--- config.mk ---
export PLATFORM = sky130hd
export DESIGN_NAME = imeo_rem
export DESIGN_NICKNAME = d
export VERILOG_FILES = /design/src/rtl/integer_matrix_elementary_op_engine_macros.svh /design/src/rtl/imeo_pkg.sv /design/src/rtl/imeo_rem.sv
export SDC_FILE = /design/constraint.sdc
export NUM_CORES = 1
export LEC_CHECK = 0
export BUFFER_PORTS_ARGS = -buffer_cell sky130_fd_sc_hd__buf_4
export CAP_MARGIN = 0
export CORE_MARGIN = 2
export CORE_UTILIZATION = 45
export CTS_CLUSTER_SIZE = 14
export DETAILED_ROUTE_END_ITERATION = 7
export GPL_ROUTABILITY_DRIVEN = 0
export SYNTH_ARGS = -nofsm -noshare
export SYNTH_HDL_FRONTEND = slang
export SYNTH_SLANG_ARGS = --single-unit
--- constraint.sdc ---
create_clock -name clk -period 9.25 [get_ports clk]
set_clock_uncertainty 0.2 [all_clocks]
set_input_delay 0 -clock clk [delete_from_list [all_inputs] [get_ports clk]]
set_output_delay 0 -clock clk [all_outputs]
set_load 0.01 [all_outputs]
--- src/rtl/integer_matrix_elementary_op_engine_macros.svh ---
// Assertion macros for the matrix operation engine.
// Each macro expects clk and rst_n in the scope where it is used.
`ifndef INTEGER_MATRIX_ELEMENTARY_OP_ENGINE_MACROS_SVH
`define INTEGER_MATRIX_ELEMENTARY_OP_ENGINE_MACROS_SVH
`ifndef NO_ASSERTIONS
`define IMEO_ASSERT_IMP(lbl, ante, cons) \
  lbl: assert property (@(posedge clk) disable iff (!rst_n) (ante) |-> (cons)) \
    else $error("imeo: same-cycle check failed");
`define IMEO_ASSERT_NXT(lbl, ante, cons) \
  lbl: assert property (@(posedge clk) disable iff (!rst_n) (ante) |=> (cons)) \
    else $error("imeo: next-cycle check failed");
`else
`define IMEO_ASSERT_IMP(lbl, ante, cons)
`define IMEO_ASSERT_NXT(lbl, ante, cons)
`endif
`endif

--- src/rtl/imeo_pkg.sv ---
`timescale 1ns / 1ps
`default_nettype none
package imeo_pkg;

  // Configuration register indexes.
  localparam int CFG_IDX_W = 1;
  localparam logic [CFG_IDX_W-1:0] CFG_ROW_COUNT = 1'b0;
  localparam logic [CFG_IDX_W-1:0] CFG_COL_COUNT = 1'b1;
  localparam int CNT_W = 5;

  typedef enum logic [3:0] {
    OP_WRITE      = 4'd0,
    OP_READ       = 4'd1,
    OP_SWAP_ROW   = 4'd2,
    OP_SWAP_COL   = 4'd3,
    OP_SCALE_ROW  = 4'd4,
    OP_SCALE_COL  = 4'd5,
    OP_ADD_ROW    = 4'd6,
    OP_ADD_COL    = 4'd7,
    OP_MIN_SEARCH = 4'd8,
    OP_ROW_CHECK  = 4'd9,
    OP_COL_CHECK  = 4'd10,
    OP_SUB_CHECK  = 4'd11,
    OP_COUNTS     = 4'd12
  } op_t;

  typedef enum logic [4:0] {
    S_CLR, S_IDLE, S_ACC,
    S_LRA, S_LRB, S_LCAP, S_LMUL, S_LWA, S_LWB,
    S_PIV, S_PIVW, S_SRD, S_SEV, S_DIV,
    S_ZRD, S_ZEV, S_TRD, S_TEV,
    S_DONE
  } state_t;

  typedef struct packed {
    logic [3:0]         operation;
    logic [3:0]         first_index;
    logic [3:0]         second_index;
    logic signed [31:0] coeff;
    logic signed [31:0] write_value;
  } in_beat_t;

  typedef struct packed {
    logic signed [31:0] read_value;
    logic               found;
    logic [3:0]         found_row;
    logic [3:0]         found_col;
    logic [4:0]         zero_columns;
    logic [4:0]         torsion_count;
    logic               index_error;
  } out_beat_t;

  // Status of the remainder unit.
  typedef struct packed {
    logic busy;
    logic done;
    logic nz;
  } rem_sts_t;

  // Magnitude of a two's complement word; the most negative value maps to 2^31.
  function automatic logic [31:0] mag(input logic [31:0] x);
    return x[31] ? (32'd0 - x) : x;
  endfunction

endpackage
`default_nettype wire

--- src/rtl/imeo_rem.sv ---
`timescale 1ns / 1ps
`default_nettype none
module imeo_rem
  import imeo_pkg::*;
(
  input  wire logic        clk,
  input  wire logic        rst_n,
  input  wire logic        start,
  input  wire logic [31:0] dividend,
  input  wire logic [31:0] divisor,
  output rem_sts_t         sts
);

  localparam int W  = 32;
  localparam int CW = $clog2(W);

  logic          busy_r, busy_nxt;
  logic          done_r, done_nxt;
  logic          nz_r, nz_nxt;
  logic [CW-1:0] cnt_r, cnt_nxt;
  logic [W:0]    rem_r, rem_nxt;
  logic [W-1:0]  dvd_r, dvd_nxt;
  logic [W-1:0]  dvs_r, dvs_nxt;
  logic [W:0]    shifted;
  logic [W:0]    trial;

  // One restoring step per cycle: shift in a dividend bit, subtract if it fits.
  always_comb begin
    busy_nxt = busy_r;
    done_nxt = 1'b0;
    nz_nxt   = nz_r;
    cnt_nxt  = cnt_r;
    rem_nxt  = rem_r;
    dvd_nxt  = dvd_r;
    dvs_nxt  = dvs_r;
    shifted  = {rem_r[W-1:0], dvd_r[W-1]};
    trial    = (shifted >= {1'b0, dvs_r}) ? (shifted - {1'b0, dvs_r}) : shifted;
    if (start) begin
      busy_nxt = 1'b1;
      cnt_nxt  = '0;
      rem_nxt  = '0;
      dvd_nxt  = dividend;
      dvs_nxt  = divisor;
    end else if (busy_r) begin
      rem_nxt = trial;
      dvd_nxt = {dvd_r[W-2:0], 1'b0};
      cnt_nxt = cnt_r + 1'b1;
      if (cnt_r == CW'(W - 1)) begin
        busy_nxt = 1'b0;
        done_nxt = 1'b1;
        nz_nxt   = (trial != '0);
      end
    end
  end

  always_ff @(posedge clk) begin
    if (!rst_n) begin
      busy_r <= 1'b0;
      done_r <= 1'b0;
      cnt_r  <= '0;
    end else begin
      busy_r <= busy_nxt;
      done_r <= done_nxt;
      cnt_r  <= cnt_nxt;
    end
    nz_r  <= nz_nxt;
    rem_r <= rem_nxt;
    dvd_r <= dvd_nxt;
    dvs_r <= dvs_nxt;
  end

  assign sts.busy = busy_r;
  assign sts.done = done_r;
  assign sts.nz   = nz_r;

endmodule
`default_nettype wire

* Word level (Yosys, flattened, before mapping)
Cells that the tools add are included.
Storage, ports and cells: register bits after elaboration 104, bits of input ports 67, output and inout port bits 3, word-level logic and storage cells 26
Operators by class: add/subtract/negate cells 2, $lt $le $gt $ge 1, equal/unequal tests 1, muxes and demuxes 7, bitwise operators 3, reductions and logical operators 5
Operator list (number):
- 32-bit 2-to-1 mux | 2
- 33-bit by 32-bit greater-or-equal comparator with 1-bit output | 1
- 33-bit 2-to-1 mux | 1
- 33-bit nonzero test | 1
- 33-bit by 32-bit subtractor with 33-bit output | 1
- 5-bit by 1-bit adder with 5-bit output (second input constant) | 1
- 5-bit == test (second input constant) | 1
- 1-bit 2-to-1 mux | 4
- 1-bit inverter | 3
- 3-bit AND reduction | 1
- 3-bit OR reduction | 1
- 2-bit nonzero test | 1
- 2-bit OR reduction | 1

* Longest topological paths before layout
Gate-level depths: netlist (run 1).
depth in word-level cells 4, depth in mapped cells 14, depth with buffers taken out 13

* Worst setup path before layout (run 1)
Ideal clock, no wire load.
path kind register to register, from reg dvd_r[31], to reg nz_r (data pin), setup time 265 ps, arrival time 2871 ps, required time 8785 ps, setup slack 5914 ps, stages on the path, launching flop included 14, buffers on the path 0, period minus slack after synthesis 3336 ps, cell sequence edfxtp_1 -> inv_1 -> ha_1 -> inv_1 -> fa_1 -> a21o_1 -> a221oi_2 -> a211o_2 -> nor3b_2 -> a21oi_1 -> a2111oi_0 -> nand4_1 -> a2111oi_2 -> nand2_1
On the way: cells in the longest elaborated chain, start to end 3, elaborated cells between the ends (all ways) 4, classes of those cells 1 x add/sub; 1 x order compare; 1 x mux; 1 x reduce/logical
RTL lines:
- from (decl) | line imeo_rem.sv:22 | logic [W-1:0] dvd_r, dvd_nxt;
- from (signal assigned) | line imeo_rem.sv:68 | dvd_r <= dvd_nxt;
- 33-bit by 32-bit subtractor with 33-bit output / 33-bit by 32-bit greater-or-equal comparator with 1-bit output (equally long branches) | line imeo_rem.sv:37 | trial = (shifted >= {1'b0, dvs_r}) ? (shifted - {1'b0, dvs_r}) : shifted;
- 33-bit 2-to-1 mux * | line imeo_rem.sv:37
- 33-bit nonzero test * | line imeo_rem.sv:51 | nz_nxt = (trial != '0);
- to (signal assigned) | line imeo_rem.sv:66 | nz_r <= nz_nxt;
- to (decl) | line imeo_rem.sv:19 | logic nz_r, nz_nxt;
Every way passes the cells marked *; elsewhere a longest branch is shown, timed or not. A chain may end at the register's enable or synchronous reset.

* Worst setup path in the final report (run 1)
Ends and elaborated chain as after synthesis.

==> metrics.yaml, run 1 <==
pwr:
  combPwrFrac: 0.308
  pwr_density_cell_nw_per_um2: 173
  netSwitchingFraction: 0.337
  peakVddDrop_uv: 138
  clkPwrFrac: 0.290
  sequentialPowerShare: 0.401
  p_int_uw: 931
  p_leak_nw: 3.29
  power_switching_uw: 473
cts:
  cts_sinks: 104
  root_buffer: "clkbuf_16"
  cts_htree_levels: 3
  post_cts_buffers: 0
  cts_tree: "yes"
  clockBufferDepth: 2
  clk_pin_slew_worst_paths_ps: 80
  cts_buffers: 9
  clk_latency_ps: 360
floorplanning:
  core.rowCount: 44
  die_x_microns: 125
  coreArea_sq_um: 14400
  die-area_sq_um: 15600
  start_util: 0.456
  dieHeight_microns: 125
  ios: 70
finish:
  final_area_sq_um: 8110
  regArea_sq_um: 2730
  drive_gt1_frac: 0.183
  multi_input_comb_area_sq_um: 3460
  n_fill_cell: 1291
  n_antenna_cell: 0
  nets: 895
  instances_no_fill: 982
  syn2layout_area_growth_pct: 23.3
critical_path:
  arrival_ps: 3670
  critical_path.most_common_cell: "inv_1"
  reg2reg_slack_ps: 5480
  slowest_delay_ps: 430
  crit_type: "reg2reg"
  r2r_cells: 13
  cp-endpoint: "nz_r"
  critPathMaxFanout: 4
  end_kind: "flip-flop"
  timing.rr.start: "dvd_r[31]"
  cp_slowest_cell: "edfxtp_1"
  crit_path_cell_trace: "inv_1 -> ha_1 -> inv_1 -> fa_1 -> a21o_1 -> a221oi_2 -> a211o_2 -> nor3b_2 -> a21oi_1 -> a2111oi_0 -> nand4_1 -> a2111oi_2 -> nand2_1"
  cp-start-kind: "flip-flop"
  required_ps: 9150
  startpoint: "dvd_r[31]"
  timing.rr.end: "nz_r"
synth:
  synth_cell_types: 76
  synth_edf_count: 65
  synth_nets: 783
  seq_area_frac_synth: 0.416
  synth_top_flop_cell: "edfxtp_1"
  synth-seq-cells: 104
  syn_avg_cell_area_sq_um: 9.66
  syn-cell-area_sq_um: 6580
  ys_warn_count: 0
  syn_inst: 681
  async_flop_share: 0
timing:
  relSlewSlack: 0.359
  period_needed_ps: 3770
  whs_ps: 152
  setup_ws_ps: 5480
  setup-tns-final_ps: 0
  fin_crit_sh: 0.407
  finalSetupViolations: 0
  hold_violations: 0
  fmax_mhz: 265
  worstMarginPinSlew_ps: 962
  rsz0062_at_grt: "no"
  drv_slew: 0
drt:
  drc: 0
  routed_via_density: 5.77
  wirelength_mm: 17.5
  drt_iter0_drc: 492
  firstDrtPassIters: 5
  vias: 5666
  postRouteAntennaNets: 0
  wl_per_cell_microns: 17.8
placement:
  place_inst: 900
  dp_slack_ps: 5530
  hpwl_mm: 12.1
  io_buffers: 69
  dpl_cell_area_sq_um: 7140
grt:
  antenna_found_initial: 0
  grt_pass1_wl_mm: 28.3
  grt_overflow: 0
  grt_max_degree: 81
  grt_pass1_vias: 5602
  grt_use_total: 0.225
worst_hold_path:
  min-delay-path-class: "in2reg"
job:
  cap_violations: 0
run_status:
  outcome: "finished clean"
[area by class of cell]
class,instances,area share
Timing Repair Buffer,139,0.149
Multi-Input combinational cell,496,0.427
Sequential cell,104,0.337
Inverter,43,0.0199
Tap cell,184,0.0284
Clock inverter,7,0.0108
Clock buffer,9,0.0278
[how the worst min path moves through the flow]
| stage | from | endpoint | cells after the start | slack, ps |
|---|---|---|---|---|
| floorplan | divisor[0] | dvs_r[0] | 0 | -100 |
| global placement | divisor[27] | dvs_r[27] | 1 | -20 |
| detailed placement | divisor[22] | dvs_r[22] | 1 | -20 |
| CTS | divisor[26] | dvs_r[26] | 2 | 140 |
| global route | divisor[28] | dvs_r[28] | 2 | 150 |
| finish | divisor[26] | dvs_r[26] | 2 | 150 |
[layer usage]
metal / share of wire / track usage / vias up
met4: 0.017 / 0.0634 / 0
met3: 0.071 / 0.0593 / 27
met1: 0.45 / 0.297 / 2690
met2: 0.47 / 0.367 / 195
li1: - / - / 2754
met5: 0 / 0 / -
[Yosys cell counts, types with 3 or more instances]
cell / n / area (sq um)
o22ai_1: 3 / 18.8
o211ai_1: 9 / 67.6
mux2i_1: 5 / 50.1
a21oi_1: 35 / 175
or3_1: 5 / 31.3
buf_4: 4 / 30.0
a21o_1: 13 / 97.6
a21oi_2: 5 / 43.8
nand2b_1: 5 / 31.3
dfxtp_1: 39 / 781
o21ai_0: 14 / 70.1
mux2_2: 31 / 349
a22oi_1: 4 / 30.0
nand2_1: 73 / 274
a311oi_1: 19 / 166
a21boi_0: 4 / 30.0
a211oi_1: 15 / 113
nor4_1: 6 / 37.5
nor3_2: 3 / 30.0
clkbuf_1: 14 / 52.6
and2_1: 6 / 37.5
edfxtp_1: 65 / 1950
buf_2: 13 / 65.1
a2111oi_2: 3 / 45.0
nor3_1: 13 / 65.1
o21ai_1: 14 / 70.1
inv_1: 43 / 161
xnor2_1: 11 / 96.3
buf_6: 6 / 67.6
o21a_1: 3 / 22.5
nand4_1: 13 / 81.3
ha_1: 34 / 425
and3_1: 7 / 43.8
nand3_1: 14 / 70.1
a31oi_1: 5 / 31.3
or4_1: 3 / 22.5
nor2_1: 62 / 233
o21bai_1: 4 / 30.0
xor2_1: 11 / 96.3
[registers in the layout (all words and copies together) (netlist names)]
name / flops
busy_r: 1
cnt_r: 5
done_r: 1
dvd_r: 32
dvs_r: 32
nz_r: 1
rem_r: 32
[power groups by stage]
stage | clock [mW] | combinational, mW | sequential [mW]
after floorplan | 0 | 0.306 | 0.564
after global placement | 0 | 0.396 | 0.573
after detailed placement | 0 | 0.400 | 0.574
after CTS | 0.418 | 0.424 | 0.564
after global routing | 0.434 | 0.473 | 0.569
final | 0.408 | 0.433 | 0.564
[per-stage QoR]
step | util | power, mW
after floorplan | - | 0.870
after global placement | 0.495 | 0.969
after detailed placement | 0.495 | 0.974
after CTS | 0.562 | 1.41
after global routing | 0.562 | 1.48
final | 0.562 | 1.40
[placed cells by master (no fill, tap or decap), drive strengths merged, types with 3 or more instances in the layout]
master and instances:
o22ai 3, xor2 11, o21ai 28, nor4 7, clkbuf 9, buf 73
and3 7, a21oi 41, a211oi 17, ha 34, o211ai 9, a211o 3
and4 3, edfxtp 65, a31oi 6, or4 3, inv 47, a22oi 4
mux2 31, o21a 4, mux2i 5, nand2b 5, nand2 73, nand4 14
nor3 16, dfxtp 39, nand3 14, o21bai 4, xnor2 11, a21boi 5
a21o 13, a2111oi 6, nor2 62, a311oi 19, dlygate4sd3 66, and2 6
or3 6
[critical path, delay by kind of cell, from the launching register on]
kind	cells	cell delay, ps
AO/OA/AOI/OAI	6	1730
flip-flops	1	430
AND/OR/NAND/NOR	3	430
adder cells (fa/ha/maj)	2	580
buffers and inverters	2	140
[cell families (layout without fill, tap and decap cells)]
| group | count (synthesis) | in the layout | synth area share |
|---|---|---|---|
| mux | 36 | 36 | 0.0607 |
| compound gates | 179 | 179 | 0.202 |
| flops | 104 | 104 | 0.416 |
| fa+ha+maj | 35 | 35 | 0.0677 |
| buf+inv | 81 | 198 | 0.0578 |
| xor+xnor | 22 | 22 | 0.0293 |
| simple gates | 224 | 224 | 0.167 |
[what timing repair did]
action,4_1_cts,5_1_grt
hold buffers,66,0
resized for setup,0,0
setup endpoints to repair,0,0
hold endpoints to repair,87,0
No activity file was read; power rests on OpenSTA's default activity.
==> run 2: changes to the inputs <==
Settings changed: ABC_AREA set to 1.
Clock period 9.25 ns to 3.9 ns, I/O delays scaled along.
==> run 2 against run 1 <==
  * Sequential cell count unchanged
  * Sequential power up 120%
  * Synthesized area is 4.7% higher
  * Largest cell class unchanged
  * Power grew 79%
  * First-iteration DRC count decreased by 23%
  * Synthesized cell count up 45%
  * Die area grew 4.5%
  * Hold slack got worse by 100 ps
  * Sequential share of layout area is 1.4 points lower
  * Cell area grew 4.4%
  * Non-clock buffer count decreased by 2
  * Highest routed layer unchanged
  * Critical path type unchanged
  * Global-route usage rose by 0.45 points
==> metrics.yaml, run 2 <==
finish:
  n_fill_cell: 1466
  drive_gt1_frac: 0.118
  syn2layout_area_growth_pct: 23.0
  reg_top3: "dvd_r x32, dvs_r x32, rem_r x32"
  nets: 1216
  final_common_cell: "nand2_1"
  n_antenna_cell: 0
  final_cell_mix: "392 x nand2_1, 152 x inv_1, 72 x buf_4"
  final_area_sq_um: 8470
  fin_util: 0.561
  instances_no_fill: 1307
drt:
  wl_met3_microns: 738
  routed_via_density: 4.88
  wl_met2_mm: 7.83
  drc: 0
  firstDrtPassIters: 4
  wl_per_cell_microns: 13.8
  wl_met1_mm: 9.06
  dr.max_layer_used: "met4"
  wirelength_mm: 18.0
  vias: 6373
  postRouteAntennaNets: 0
  drt_iter0_drc: 380
timing:
  hold_violations: 0
  fin_crit_sh: 0.817
  drv_slew: 0
  fmax_mhz: 314
  relSlewSlack: 0.332
  finalSetupViolations: 0
  period_needed_ps: 3190
  rsz0062_at_grt: "no"
  worstMarginPinSlew_ps: 999
  setup-tns-final_ps: 0
  whs_ps: 51.7
cts:
  cts_htree_levels: 3
  cts_buffers: 9
  cts_sinks: 104
  clk_pin_slew_worst_paths_ps: 70
  clk_latency_ps: 360
  cts_tree: "yes"
  post_cts_buffers: 0
  root_buffer: "clkbuf_16"
  clockBufferDepth: 2
floorplanning:
  ios: 70
  die_x_microns: 128
  core.rowCount: 45
  start_util: 0.456
  coreArea_sq_um: 15100
  die-area_sq_um: 16300
  dieHeight_microns: 128
grt:
  grt_pass1_wl_mm: 29.5
  grt_pass1_vias: 5909
  grt_overflow: 0
  antenna_found_initial: 0
  grt_max_degree: 69
  grt_use_total: 0.230
synth:
  synthMuxAreaShare: 0
  syn-cell-area_sq_um: 6880
  synth_edf_count: 65
  synth_cell_types: 41
  synth_top_flop_cell: "edfxtp_1"
  synth_nets: 1090
  synthAdderAreaFrac: 0.0647
  synthSimpleGateAreaFrac: 0.335
  synth_top_area_cell: "edfxtp_1"
  synth-compound-area-share: 0.0716
  async_flop_share: 0
  seq_area_frac_synth: 0.397
  syn_inst: 988
  synthMostInstantiatedCell: "nand2_1"
  synth_top_family_by_area: "simple AND/OR/NAND/NOR gates"
  synth-seq-cells: 104
  syn_avg_cell_area_sq_um: 6.97
  ys_warn_count: 0
  synthTopCellsByArea: "edfxtp_1 28%, nand2_1 21%, dfxtp_1 11%, inv_1 8.3%, ha_1 6.2%"
  synth_xor_area_frac: 0.0191
  netlist.area_leader.share: 0.284
  ys_top_cells_by_count: "392 x nand2_1, 152 x inv_1, 65 x edfxtp_1, 65 x nor2_1, 54 x nand3_1"
worst_hold_path:
  min-delay-path-class: "in2reg"
critical_path:
  slowest_delay_ps: 390
  cpLargestDelayFamily: "simple AND/OR/NAND/NOR gates"
  arrival_ps: 3090
  crit_path_cell_trace: "inv_1 -> ha_1 -> nand2_1 -> nor2_1 -> nand2_1 -> nor2_1 -> nand2_4 -> nand2_4 -> inv_2 -> nand2_1 -> nand2_1 -> clkinv_1 -> nand2_1 -> nor2_1 -> nand2_1 -> nor2_1 -> nand2_1"
  end_kind: "flip-flop"
  cp-start-kind: "flip-flop"
  crit_type: "reg2reg"
  critical_path.most_common_cell: "nand2_1"
  critPathMaxFanout: 40
  crit_buf_inv: 3
  cp_slowest_cell: "ha_1"
  required_ps: 3810
job:
  cap_violations: 0
placement:
  io_buffers: 69
  hpwl_mm: 13.7
  place_inst: 1226
  dpl_cell_area_sq_um: 7540
pwr:
  p_leak_nw: 4.35
  peakVddDrop_uv: 215
  pwr_density_cell_nw_per_um2: 298
run_status:
  outcome: "finished clean"
==> run 2: cell types whose count changed after synthesis, moves of 9 or more <==
cell,delta
nand3_1,+40
inv_2,+21
buf_2,-9
mux2_2,-31
a311oi_1,-19
a21o_1,-13
inv_1,+109
a211oi_1,-14
a21oi_1,-9
a22o_1,+9
o21ai_1,-12
nand2_1,+319
==> run 2: final timing paths <==
| check | startpoint | endpoint | slack [ps] | cells after the start |
|---|---|---|---|---|
| max reg2reg | dvs_r[23] | nz_r | 710 | 17 |
| max | dvs_r[23] | nz_r | 710 | 17 |
| min reg2reg | cnt_r[4] | cnt_r[4] | 270 | 2 |
| min | start | dvs_r[12] | 50 | 1 |
==> run 2: routing by layer <==
metal,track usage,vias to the layer above
met3,0.0280,23
li1,-,3341
met2,0.356,144
met1,0.333,2865
met5,0,-
met4,0.0763,0
==> run 2: timing repair <==
item | 4_1_cts | 5_1_grt
endpoints found under the hold margin | 71 | 0
resized for setup | 0 | 0
hold buffers | 65 | 0
==> run 2: layout make-up <==
type	count	area, sq um	share of cell area
Multi-Input combinational cell	688	3370	0.399
Tap cell	188	235	0.0278
Timing Repair Buffer	137	1190	0.141
Clock inverter	6	51.3	0.00606
Sequential cell	104	2730	0.323
Clock buffer	10	229	0.0270
Inverter	174	653	0.0771
==> run 2: power breakdown <==
part           switching [mW]  total (mW)  internal (mW)
Clock                   0.424       0.868          0.444
Combinational           0.218       0.387          0.169
Sequential             0.0206        1.26           1.24
Total                   0.663        2.52           1.86
==> run 2: cells by family (layout without fill, tap and decap cells) <==
family,count (synthesis),in the layout
AND/OR/NAND/NOR,556,556
flip-flops,104,104
AO/OA/AOI/OAI,82,82
buffers and inverters,196,327
adder cells (fa/ha/maj),35,35
XOR/XNOR,15,15
==> run 2: through the flow <==
stage	total power, mW	setup slack [ps]
floorplan	1.49	1350
global placement	1.62	782
detailed placement	1.62	751
CTS	2.53	727
global route	2.64	473
finish	2.52	712
